$ cat src/fpr_pkg.sv
`default_nettype none

package fpr_pkg;

  localparam int unsigned BYTE_W = 8;

  // Configuration register indexes
  localparam int unsigned CFG_IDX_W = 2;
  typedef enum logic [CFG_IDX_W-1:0] {
    CFG_HEADER_VALUE = 2'd0,
    CFG_TOOL_ADDRESS = 2'd1,
    CFG_UNIT_ADDRESS = 2'd2,
    CFG_ECHO_MODE    = 2'd3
  } cfg_idx_t;

  localparam logic [BYTE_W-1:0] HEADER_VALUE_RST = 8'd128;
  localparam logic [BYTE_W-1:0] TOOL_ADDRESS_RST = 8'd240;
  localparam logic [BYTE_W-1:0] UNIT_ADDRESS_RST = 8'd16;
  localparam logic              ECHO_MODE_RST    = 1'b0;

  // One result beat before packing onto the output port
  typedef struct packed {
    logic [BYTE_W-1:0] payload_size;
    logic [BYTE_W-1:0] payload_index;
    logic [BYTE_W-1:0] payload_byte;
  } out_data_t;

  localparam int unsigned OUT_DATA_W = $bits(out_data_t);

endpackage

`default_nettype wire

$ cat src/framed_packet_receiver_top.sv
`default_nettype none
// Result: a result beat is registered and appears on out_* in the cycle after the data or checksum beat is taken.
// Throughput: one input beat per cycle; the only stall is a full result register that the
//   downstream side does not take in the same cycle.
// Reset (rst_n low, synchronous): parser back to header hunt, sums and counts cleared,
//   result register emptied, configuration registers back to their documented defaults.
module framed_packet_receiver_top (
  input  wire logic                          clk,
  input  wire logic                          rst_n,
  // configuration write port
  input  wire logic                          cfg_we,
  input  wire logic [fpr_pkg::CFG_IDX_W-1:0] cfg_index,
  input  wire logic [fpr_pkg::BYTE_W-1:0]    cfg_wdata,
  // received byte stream
  input  wire logic                          in_tvalid,
  output logic                               in_tready,
  input  wire logic [fpr_pkg::BYTE_W-1:0]    in_tdata,   // [7:0] rx_byte
  // payload / frame end stream
  output logic                               out_tvalid,
  input  wire logic                          out_tready,
  output logic [fpr_pkg::OUT_DATA_W-1:0]     out_tdata,  // [7:0] payload_byte,
                                                         // [15:8] payload_index,
                                                         // [23:16] payload_size
  output logic                               out_tlast,  // frame_end
  output logic                               out_tuser   // sum_ok
);

  import fpr_pkg::*;

  // Frame parser phases; unused codes fall back to the header hunt
  typedef enum logic [2:0] {
    PH_HUNT = 3'd0,
    PH_DEST = 3'd1,
    PH_SRC  = 3'd2,
    PH_SIZE = 3'd3,
    PH_BODY = 3'd4,
    PH_CSUM = 3'd5
  } phase_t;

  // configuration registers
  logic [BYTE_W-1:0] header_value_r;
  logic [BYTE_W-1:0] tool_address_r;
  logic [BYTE_W-1:0] unit_address_r;
  logic              echo_mode_r;

  // parser state
  phase_t            phase_r,       phase_nxt;
  logic [BYTE_W-1:0] running_sum_r, running_sum_nxt;
  logic [BYTE_W-1:0] body_length_r, body_length_nxt;
  logic [BYTE_W-1:0] body_count_r,  body_count_nxt;

  // result register
  logic              out_valid_r;
  out_data_t         out_data_r,    out_data_nxt;
  logic              out_last_r,    out_last_nxt;
  logic              out_ok_r,      out_ok_nxt;

  logic              emit;          // accepted beat produces a result
  logic              in_fire;
  logic [BYTE_W-1:0] want_dest;
  logic [BYTE_W-1:0] want_src;
  logic [BYTE_W-1:0] sum_add;
  logic [BYTE_W-1:0] count_inc;

  // The result register can take a new beat when empty or draining this cycle.
  assign in_tready = !out_valid_r || out_tready;
  assign in_fire   = in_tvalid && in_tready;

  // Echo mode swaps which side is expected as destination and source.
  assign want_dest = echo_mode_r ? unit_address_r : tool_address_r;
  assign want_src  = echo_mode_r ? tool_address_r : unit_address_r;
  assign sum_add   = running_sum_r + in_tdata;   // 8-bit wrapping sum
  assign count_inc = body_count_r + 8'd1;

  always_comb begin
    phase_nxt       = phase_r;
    running_sum_nxt = running_sum_r;
    body_length_nxt = body_length_r;
    body_count_nxt  = body_count_r;
    emit            = 1'b0;
    out_data_nxt    = out_data_r;
    out_last_nxt    = out_last_r;
    out_ok_nxt      = out_ok_r;

    case (phase_r)
      PH_DEST: begin
        // a wrong address drops the frame; this byte is not retried as a header
        if (in_tdata == want_dest) begin
          running_sum_nxt = sum_add;
          phase_nxt       = PH_SRC;
        end else begin
          phase_nxt = PH_HUNT;
        end
      end
      PH_SRC: begin
        if (in_tdata == want_src) begin
          running_sum_nxt = sum_add;
          phase_nxt       = PH_SIZE;
        end else begin
          phase_nxt = PH_HUNT;
        end
      end
      PH_SIZE: begin
        running_sum_nxt = sum_add;
        body_length_nxt = in_tdata;
        body_count_nxt  = '0;
        // empty body goes straight to the checksum byte
        phase_nxt       = (in_tdata == '0) ? PH_CSUM : PH_BODY;
      end
      PH_BODY: begin
        running_sum_nxt            = sum_add;
        emit                       = 1'b1;
        out_data_nxt.payload_byte  = in_tdata;
        out_data_nxt.payload_index = body_count_r;
        out_data_nxt.payload_size  = body_length_r;
        out_last_nxt               = 1'b0;
        out_ok_nxt                 = 1'b0;
        body_count_nxt             = count_inc;
        if (count_inc == body_length_r) begin
          phase_nxt = PH_CSUM;
        end
      end
      PH_CSUM: begin
        emit                       = 1'b1;
        out_data_nxt.payload_byte  = in_tdata;
        out_data_nxt.payload_index = '0;
        out_data_nxt.payload_size  = body_length_r;
        out_last_nxt               = 1'b1;
        out_ok_nxt                 = (in_tdata == running_sum_r);
        phase_nxt                  = PH_HUNT;
      end
      default: begin
        // header hunt: the sum restarts from the header byte
        if (in_tdata == header_value_r) begin
          running_sum_nxt = in_tdata;
          phase_nxt       = PH_DEST;
        end else begin
          phase_nxt = PH_HUNT;
        end
      end
    endcase
  end

  // configuration writes
  always_ff @(posedge clk) begin
    if (!rst_n) begin
      header_value_r <= HEADER_VALUE_RST;
      tool_address_r <= TOOL_ADDRESS_RST;
      unit_address_r <= UNIT_ADDRESS_RST;
      echo_mode_r    <= ECHO_MODE_RST;
    end else if (cfg_we) begin
      case (cfg_idx_t'(cfg_index))
        CFG_HEADER_VALUE: header_value_r <= cfg_wdata;
        CFG_TOOL_ADDRESS: tool_address_r <= cfg_wdata;
        CFG_UNIT_ADDRESS: unit_address_r <= cfg_wdata;
        CFG_ECHO_MODE:    echo_mode_r    <= cfg_wdata[0];
        default: ;
      endcase
    end
  end

  // parser state and result register
  always_ff @(posedge clk) begin
    if (!rst_n) begin
      phase_r       <= PH_HUNT;
      running_sum_r <= '0;
      body_length_r <= '0;
      body_count_r  <= '0;
      out_valid_r   <= 1'b0;
    end else begin
      if (in_fire) begin
        phase_r       <= phase_nxt;
        running_sum_r <= running_sum_nxt;
        body_length_r <= body_length_nxt;
        body_count_r  <= body_count_nxt;
      end
      if (in_fire && emit) begin
        out_valid_r <= 1'b1;
      end else if (out_tready) begin
        out_valid_r <= 1'b0;
      end
    end
  end

  // payload side needs no reset
  always_ff @(posedge clk) begin
    if (in_fire && emit) begin
      out_data_r <= out_data_nxt;
      out_last_r <= out_last_nxt;
      out_ok_r   <= out_ok_nxt;
    end
  end

  assign out_tvalid = out_valid_r;
  assign out_tdata  = out_data_r;
  assign out_tlast  = out_last_r;
  assign out_tuser  = out_ok_r;

endmodule

`default_nettype wire
$ cat config.mk
export PLATFORM = sky130hd
export DESIGN_NAME = framed_packet_receiver_top
export DESIGN_NICKNAME = d
export VERILOG_FILES = /design/src/fpr_pkg.sv /design/src/framed_packet_receiver_top.sv
export SDC_FILE = /design/constraint.sdc
export NUM_CORES = 1
export LEC_CHECK = 0
export BUFFER_PORTS_ARGS = -buffer_cell sky130_fd_sc_hd__buf_2
export CAP_MARGIN = 20
export CORE_MARGIN = 1
export CORE_UTILIZATION = 26
export DETAILED_ROUTE_END_ITERATION = 12
export PLACE_DENSITY = 0.4
export SLEW_MARGIN = 5
export SYNTH_ARGS = -nofsm -noshare
export SYNTH_HDL_FRONTEND = slang
export SYNTH_SLANG_ARGS = --single-unit
$ cat constraint.sdc
create_clock -name clk -period 3.1 [get_ports clk]
set_clock_uncertainty 0.2 [all_clocks]
set_input_delay 0.31 -clock clk [delete_from_list [all_inputs] [get_ports clk]]
set_output_delay 0.31 -clock clk [all_outputs]
set_load 0.02 [all_outputs]
* After elaboration in Yosys (flattened, before gate mapping) *
Index checks and enable logic that the tools add are counted.

storage, ports and cells
  memories = 0
  input port bits = 23
  memory bits (read-only) = 0
  flip-flop bits (word level) = 79
  bits in latches = 0
  output and inout port bits = 28
  logic and storage cells = 73
  RAM bits = 0

cells by class
  equal/unequal tests = 16
  shift-type cells = 0
  muxes and demuxes = 19
  divide/modulo/power cells = 0
  bitwise logic cells = 1
  multiply operators = 0
  add/sub/neg operators = 2
  reductions and logical operators = 21
  order comparisons = 0

operators by type and width
  kind                   number
  $pmux W24 S2           1
  $eq A8 B8 Y1           5
  $mux W8                5
  $pmux W8 S4            1
  $pmux W8 S2            1
  $reduce_and A2 Y1      8
  $pmux W3 S5            1
  $add A8 B1 Y8 const B  1
  $add A8 B8 Y8          1
  $logic_not A8 Y1       1
  $eq A3 B2 Y1 const B   2
  $eq A3 B3 Y1 const B   2
  $ne A2 B2 Y1 const B   3
  $reduce_bool A2 Y1     3
  $mux W1                5
  $reduce_and A5 Y1      1
  $eq A2 B2 Y1 const B   2
  $mux W2                2
  $pmux W1 S2            2
  $reduce_bool A4 Y1     1
  $reduce_or A2 Y1       2
  $eq A3 B1 Y1 const B   1
  $mux W3                1
  $eq A2 B1 Y1 const B   1
  5 further kinds        6

* Depth between registers and ports, before layout *
Gate-level depths: netlist of run 1.

  word-level depth = 5
  mapped depth = 9
  gate-level depth less buffers = 9

* Worst setup path after synthesis of run 1 *
Ideal clock, no wire load.

  path kind = reg2reg
  start = register echo_mode_r
  end = register running_sum_r[1]
  path slack = 0.895 ns
  required time = 2.828 ns
  arrival = 1.934 ns
  cell stages (with the launch flop) = 10
  path buffers = 3
  library setup time = 0.072 ns
  clock period less this slack = 2.205 ns
  cell sequence = dfxtp_1 -> buf_6 -> buf_4 -> mux2i_1 -> xor2_1 -> nand4_1 -> o21bai_1 -> and3_1 -> buf_6 -> mux2i_1

between the ends
  longest elaborated chain between the ends = 4
  elaborated cells on any way between the ends = 7
  classes of those cells = eq/ne (4); mux (2); reduce/logical (1)

RTL lines
  item                                    line                                                                text
  start: declaration                      framed_packet_receiver_top.sv:44                                    logic echo_mode_r;
  start signal: assignment                framed_packet_receiver_top.sv:156                                   CFG_ECHO_MODE: echo_mode_r <= cfg_wdata[0];
  $mux W8, on equally long branches       framed_packet_receiver_top.sv:71, framed_packet_receiver_top.sv:70
  $eq A8 B8 Y1, on equally long branches  framed_packet_receiver_top.sv:96, framed_packet_receiver_top.sv:88
  $ne A2 B2 Y1 (no line)                  n/a
  $reduce_and A5 Y1 (no line) *           n/a
  end signal: assignment                  framed_packet_receiver_top.sv:173                                   running_sum_r <= running_sum_nxt;
  end: declaration                        framed_packet_receiver_top.sv:48                                    logic [BYTE_W-1:0] running_sum_r, running_sum_nxt;

Mark *: on every way between the ends. The rest lies on a longest branch, timed or not.
A chain may end at the register's enable or synchronous reset.

* Final worst setup path of run 1 *
Ends and elaborated chain as after synthesis.

==> reports/results.txt, run 1 <==
TritonCTS built the clock tree. The setup path with the least slack is of type reg2reg. Once routing completed, OpenROAD measured the worst setup slack at 0.3866 ns.

The congestion estimate from routability-driven global placement came to 0.7568. The cell sitting at the root of the clock tree is a clkbuf_16. The initial core utilization was 26.88%; the final global-route overflow total was 0.

The total number of vias is 3200. The highest fanout seen on the critical path is 11, and the count of nets left with antenna violations after detail routing is 0. The maximum number of pins on one net before global-route repair came out at 43. For this design the top-level I/O count stands at 51. The maximum frequency from static timing analysis is 0.3685 GHz, and the slew at the pin closest to its max-slew limit is 0.6464 ns. The tools report the startpoint kind of the worst setup timing path as a flip-flop. Setup violations remaining at the end of the flow were counted as 0.

The flow ran to the end, and the final reports show no timing, DRC or antenna violations. The clock-pin slew on the worst setup and hold paths works out to 0.06 ns. The cell area after synthesis was 4116 sq um; the final clock period utilization by the worst path was 87.53%. After the first detailed-routing iteration, the DRC count stood at 119. The total die area was 16340 sq um; the register-to-register setup slack was 0.39 ns.

The worst hold path begins at cfg_wdata[6]. At the worst endpoint, the required time is 3.18 ns. The run gives 79 as the total number of clock tree sinks. The tools report the detailed-route DRC error count as 0.

Counting instances, the worst hold path has a depth of 3. Summed over all instances, the cell type with the most area after synthesis is dfxtp_1. Library cell appearing most often on the critical path: mux2i_1.

Ranked by total cell area, the synthesized netlist is headed by dfxtp_1 26%, edfxtp_1 19%, mux2i_1 11%. The final max-slew violation count is 0, and the HPWL after detailed placement is 7.543 mm. The tools report the number of levels the H-tree was split into as 3. Synthesis produced 434 cells.

Yosys instantiated no cell more often than dfxtp_1. Using the TritonRoute via totals, the vias-per-cell ratio works out to 4.644. The worst hold path terminates at tool_address_r[6].

The count of flip-flops with a built-in enable after synthesis is 26. The peak per-stage delay on the critical path came out at 0.50 ns. In the synthesized netlist, the cells that appear most often are 53 x dfxtp_1, 44 x mux2i_1, 44 x nand2_1, 38 x nor2_1, 26 x edfxtp_1. Cells with a size suffix above 1 make up 15.90% of the layout.

In the synthesized netlist the async set-or-reset flop fraction comes to 0%. Routed wire length: 10.36 mm. The layout overhead on the synthesized area is 17.36%, and the fraction of synthesized cell area taken by the top area cell type is 25.78%.

From left edge to right edge, the die measures 127.8 um. The insertion delay of the later-clocked pin in the worst-skew pair is 0.35 ns. After routing, the total negative slack on setup checks comes to 0 ns. In this run the tool buffered the top-level ports with 50 buffer cells.

The repair_antennas step left the layout with diodes totalling 0. In this run the tightest slew margin relative to its limit is 56.78%. The number of cells on the worst reg-to-reg path works out to 7.

The tightest min-delay check is of the in2reg type. The y dimension of the die was 127.8 um; the post-route minimum period was 2.713 ns. Across all hold checks on the routed design, the worst slack comes to 0.01207 ns. The number of placement rows came out at 45. Type of destination of the critical path: a flip-flop. The post-cts gate resize count is 0, and the per-instance average area after synthesis is 9.485 sq um. The tools report the arrival time of the worst setup path as 2.79 ns.

For the post-cts hold buffer count, the log shows 0. Global routing used 13.55% of the available tracks. The logs give 0 for the number of violations of the max-capacitance limit and 15310 sq um for the area inside the core boundary. The logs give 44.74% for the sequential fraction of the synthesis area and 3047 for the via count of the first global-routing pass. After clock tree synthesis, the setup repair step added 0 buffers. The final non-filler cell total is 689. In the synthesized netlist the dominant register cell turns out to be dfxtp_1.

Grouping stages by cell kind, the critical path spends the most delay in simple AND/OR/NAND/NOR gates. In this run the power density over the cells is 467.2 nW/um^2. Counting distinct cell types in the post-synthesis netlist gives 49.

The post-route core utilization was 31.54%; the register bit total from synthesis was 79. The total placed cells including tap cells is 673, and the global-route wire length before repair is 16.78 mm. Setup repair after global routing left no endpoint under its margin. The signal on the critical path passes through buf_4 > mux2i_1 > xor2_1 > nand4_1 > o21bai_1 > and3_1 > mux2i_1. The pre-CTS setup slack was 0.3784 ns. Number of hold-slack violations in the final timing report: 0. Number of buffers on the longest clock path: 2. The number of nets handed over by synthesis was 467. Before antenna repair, the detailed router went through 4 iterations.

CTS buffer count: 9. Net total in the final layout: 506. During synthesis, Yosys emitted a total of 0 warnings. The initial antenna violation count is 0, and the mean routed wirelength per cell is 15.03 um. The largest individual stage delay along the critical path comes from the cell dfxtp_1. The leakage power came out at 1.915 nW. The tools report the endpoint of the worst register-to-register path as running_sum_r[1]. Across the VDD grid, the largest voltage drop is 0.0002244 V. The tools report the launch point of the worst reg-to-reg path as echo_mode_r. The combined buffer and inverter count along the critical path is 1.
## cells in the final DEF (no fill, tap or decap), types with 2 or more instances in the layout
cell and n:
nor2_1 38, and3_1 5, a311oi_1 3, inv_1 10
nand3b_1 2, a211oi_1 6, nand3_1 9, nand2b_1 3
a21oi_1 24, clkbuf_8 2, nand4_1 7, buf_4 5
o211a_1 2, clkinv_2 2, nor2b_1 3, or2_2 2
edfxtp_1 26, nand2_1 44, xnor2_1 19, dfxtp_1 53
nor3_1 11, clkinvlp_4 3, a22oi_1 3, nor4_1 6
ha_1 9, xor2_1 16, clkbuf_16 9, a21o_1 5
and2_1 13, buf_2 50, or3_1 3, o21ai_0 14
o21a_1 2, mux2i_1 44, o211ai_1 3, o21bai_1 2
a31oi_1 7
## worst max path at each step
stage                     start          endpoint  depth (start not counted)
floorplan           echo_mode_r  running_sum_r[1]                          9
global placement    echo_mode_r  running_sum_r[3]                          7
detailed placement  echo_mode_r  running_sum_r[3]                          7
CTS                 echo_mode_r  running_sum_r[3]                          7
global route        echo_mode_r  running_sum_r[5]                          7
finish              echo_mode_r  running_sum_r[1]                          7
## worst register-to-register path, cell delays in order (launching register included)
cell	delay (ns)
dfxtp_1	0.50
buf_4	0.29
mux2i_1	0.27
xor2_1	0.16
nand4_1	0.14
o21bai_1	0.41
and3_1	0.44
mux2i_1	0.23
## report_power, final
| group | internal (mW) | leakage, nW | switching (mW) | total (mW) |
|---|---|---|---|---|
| Clock | 0.583 | 0.134 | 0.441 | 1.02 |
| Sequential | 1.08 | 0.701 | 0.0107 | 1.09 |
| Combinational | 0.0589 | 1.08 | 0.0878 | 0.147 |
| Total | 1.72 | 1.92 | 0.540 | 2.26 |
## per-layer routing
| metal | vias up | routed length (um) | share of wire (%) | global-route usage (%) |
|---|---|---|---|---|
| met2 | 60 | 4646 | 45 | 21.29 |
| met3 | 13 | 332 | 3.2 | 2.922 |
| met4 | 0 | 184 | 1.8 | 6.021 |
| met5 | - | 0 | 0 | 0 |
| li1 | 1623 | - | - | - |
| met1 | 1504 | 5191 | 50 | 17.82 |
## registers in the layout, summed over array words and instances, names as in the netlist
name	flops
out_tdata	24
unit_address_r	8
out_tuser	1
body_length_r	8
header_value_r	8
echo_mode_r	1
out_tlast	1
body_count_r	8
phase_r	3
out_tvalid	1
tool_address_r	8
running_sum_r	8
## cell type report
cell class              count  area (sq um)
clock buffers              11         252.7
clock inverters             5         32.53
fillers                  1643         10480
inverters                  11         41.29
multi-input cells         317          2111
flip-flops and latches     79          1842
well taps                 211         264.0
repair buffers             55         287.8
## per-stage QoR
stage | cell area (sq um) | power, mW
2_1_floorplan | 4116 | 1.207
3_3_place_gp | 4546 | 1.257
3_5_place_dp | 4546 | 1.259
4_1_cts | 4831 | 2.299
5_1_grt | 4831 | 2.344
6_report | 4831 | 2.257
## cell families after synthesis
kind of cell	synth area share (%)
simple gates	17.51
xor+xnor	7.447
compound gates	12.40
flops	44.74
fa+ha+maj	3.222
mux	10.70
buf+inv	3.982
Note: power is estimated with default switching activity, not from simulation.
==> run 2: changes to the inputs <==
Settings changed: MAX_ROUTING_LAYER set to met4.
==> reports/results.txt, run 2 (synthesized netlist as in run 1, its figures left out) <==
The via count of the first global-routing pass is 3041 (was 3047), and the slew at the pin closest to its max-slew limit is 0.6520 ns (was 0.6464 ns). The tools report the number of setup buffers added after CTS as 0 (unchanged). The maximum number of pins on one net before global-route repair was 43 (unchanged). The global routing's busiest layer is met2 (unchanged). The per-cell via count in the routed design came out at 4.649 (was 4.644).

The initial core utilization was 26.88% (unchanged). Crit-path cells: buf_4 > mux2i_1 > xor2_1 > nand4_1 > o21bai_1 > and3_1 > mux2i_1 (unchanged). For the register-to-register setup slack, the log shows 0.39 ns (about the same). Most common cell after layout, fill and taps aside: dfxtp_1 (unchanged).

Initial antenna violation count: 0 (unchanged). Cell with the biggest individual delay on the critical path: dfxtp_1 (unchanged). The number of stages on the worst hold path came out at 3 (unchanged). Number of input and output port buffers inserted: 50 (unchanged).

The library cell appearing most often on the critical path was mux2i_1 (unchanged). For the post-cts gate resize count, the log shows 0 (unchanged). The run gives 16340 sq um (unchanged) as the total die area. The number of flip-flops in the largest register came out at 24 (unchanged). The worst setup path category was reg2reg (unchanged).

The required time reported for the critical path endpoint came out at 3.18 ns (about the same). The type of destination of the critical path is a flip-flop (unchanged). The peak per-stage delay on the critical path came out at 0.50 ns (about the same). The run gives 51 (unchanged) as the top-level port count. The overall global routing resource usage was 13.96% (was 13.55%); the clock-pin slew on the worst setup and hold paths was 0.06 ns (about the same). The antenna diode count is 0 (unchanged). For the routed wire length, the log shows 10.41 mm (was 10.36 mm). The storage element area is 1842 sq um (unchanged). The worst slew slack as a fraction of its limit was 56.40% (was 56.78%); the arrival time of the worst setup path was 2.79 ns (about the same).

The tools report the insertion delay of the later-clocked pin in the worst-skew pair as 0.35 ns (about the same). The tools report the CTS buffer count as 9 (unchanged). Met2 usage in global routing: 21.36% (was 21.29%).

The logs give 0 ns (unchanged) for the final sum of negative setup slack and 2 (unchanged) for the number of buffers on the longest clock path. The post-route minimum period works out to 2.712 ns (was 2.713 ns). The run gives 0.3688 GHz (was 0.3685 GHz) as the maximum frequency from static timing analysis. The tools report the buffer cell driving the clock tree root as clkbuf_16 (unchanged).

For the detailed-route DRC error count, the log shows 0 (unchanged). The worst hold path class was in2reg (unchanged). The final clock period utilization by the worst path was 87.47% (was 87.53%). The run gives 2.259 mW (was 2.257 mW) as the total power draw. TritonCTS built the clock tree. Fraction of layout instances using a drive strength above 1: 15.90% (unchanged). The routability congestion estimate from global placement was 0.7667 (was 0.7568); the HPWL after detailed placement was 7.543 mm (unchanged).

The tools report the startpoint kind of the worst setup timing path as a flip-flop (unchanged). The met3 global-route usage is 2.880% (was 2.922%), and the final global-route overflow total is 0 (unchanged). The leakage power was 1.915 nW (unchanged). The run gives 0.0002249 V (was 0.0002244 V) as the largest vdd supply drop. Highest-count cells in the layout ignoring fill and taps: 53 x dfxtp_1, 50 x buf_2, 44 x nand2_1, 44 x mux2i_1, 38 x nor2_1 (unchanged). The final-layout fill cell count came out at 1643 (unchanged).

The run gives 17.82% (unchanged) as the met1 global-route usage. Setup repair after global routing left no endpoint under its margin. The area inside the core boundary is 15310 sq um (unchanged), and the number of cells on the worst reg-to-reg path is 7 (unchanged).

The total number of vias is 3203 (was 3200), and the number of placement rows is 45 (unchanged). The net total in the final layout is 506 (unchanged). The origin of the worst min-delay path was cfg_wdata[6] (unchanged). The y dimension of the die came out at 127.8 um (unchanged). Power density relative to cell area: 467.6 nW/um^2 (was 467.2 nW/um^2). For the violation count after the first detailed-routing iteration, the log shows 122 (was 119).

The mean routed wirelength per cell was 15.10 um (was 15.03 um). The number of hold-slack violations in the final timing report came out at 0 (unchanged). Highest fanout seen on the critical path: 11 (unchanged). The tools report the number of violations of the max-capacitance limit as 0 (unchanged).

The tools report the total number of clock tree sinks as 79 (unchanged). Count of nets left with antenna violations after detail routing: 0 (unchanged). Endpoint of the worst register-to-register path: running_sum_r[1] (unchanged).

The run finished with clean final reports. The detailed-router iteration count before antenna repair came out at 4 (unchanged). The tools report the final max-slew violation count as 0 (unchanged). The number of levels the H-tree was split into came out at 3 (unchanged). The total area of multi-input combinational cells was 2111 sq um (unchanged); the global-route wire length before repair was 16.79 mm (was 16.78 mm). For the post-cts hold buffer count, the log shows 0 (unchanged).

The launch point of the worst reg-to-reg path is echo_mode_r (unchanged). The layout overhead on the synthesized area works out to 17.36% (unchanged). Worst min-delay path endpoint: tool_address_r[6] (unchanged).

The die width was 127.8 um (unchanged). The total of endpoints with negative setup slack in the final report came out at 0 (unchanged).
-- run 2: cell counts in the layout (fill, tap and decap cells not counted) --
No cell type changed its count.
-- run 2: worst max-delay path by stage --
stage | from | to | slack (ns) | cells after the start
floorplan | echo_mode_r | running_sum_r[1] | 0.89 | 9
global placement | echo_mode_r | running_sum_r[3] | 0.51 | 7
detailed placement | echo_mode_r | running_sum_r[3] | 0.38 | 7
CTS | echo_mode_r | running_sum_r[3] | 0.38 | 7
global route | echo_mode_r | running_sum_r[5] | 0.11 | 7
finish | echo_mode_r | running_sum_r[1] | 0.39 | 7
-- run 2: critical path, delay by kind of cell, from the launching register on --
kind	cells	cell delay, ns
muxes	2	0.50
and+or+nand+nor	2	0.58
DFF	1	0.50
xor gates and xnor gates	1	0.16
buffers and inverters	1	0.29
AOI/OAI and AO/OA	1	0.41
-- run 2: through the flow --
step	utilization (%)	setup WS, ns	hold slack, ns	std cells	area (sq um)
CTS	31.54	0.3783	0.002067	689	4831
detailed placement	29.68	0.3784	0.2751	673	4546
global placement	29.68	0.5051	0.2692	673	4546
floorplan	-	0.8945	0.2089	434	4116
finish	31.54	0.3885	0.01335	689	4831
global route	31.54	0.1131	0.01851	689	4831
-- run 2: final cells by class --
cell class	count	share of cell area (%)
flip-flops and latches	79	38.12
repair buffers	55	5.957
inverters	11	0.8547
clock inverters	5	0.6734
multi-input cells	317	43.69
well taps	211	5.465
clock buffers	11	5.232
-- run 2: metal layers --
layer	wire [um]	vias up
met2	4707	64
met3	320	13
met5	0	-
li1	-	1622
met4	186	0
met1	5191	1504
-- run 2: power breakdown --
group	total, mW	switching (mW)	internal (mW)
combinational	0.147	0.0878	0.0589
sequential	1.09	0.0107	1.08
clock	1.03	0.443	0.583
total	2.26	0.542	1.72
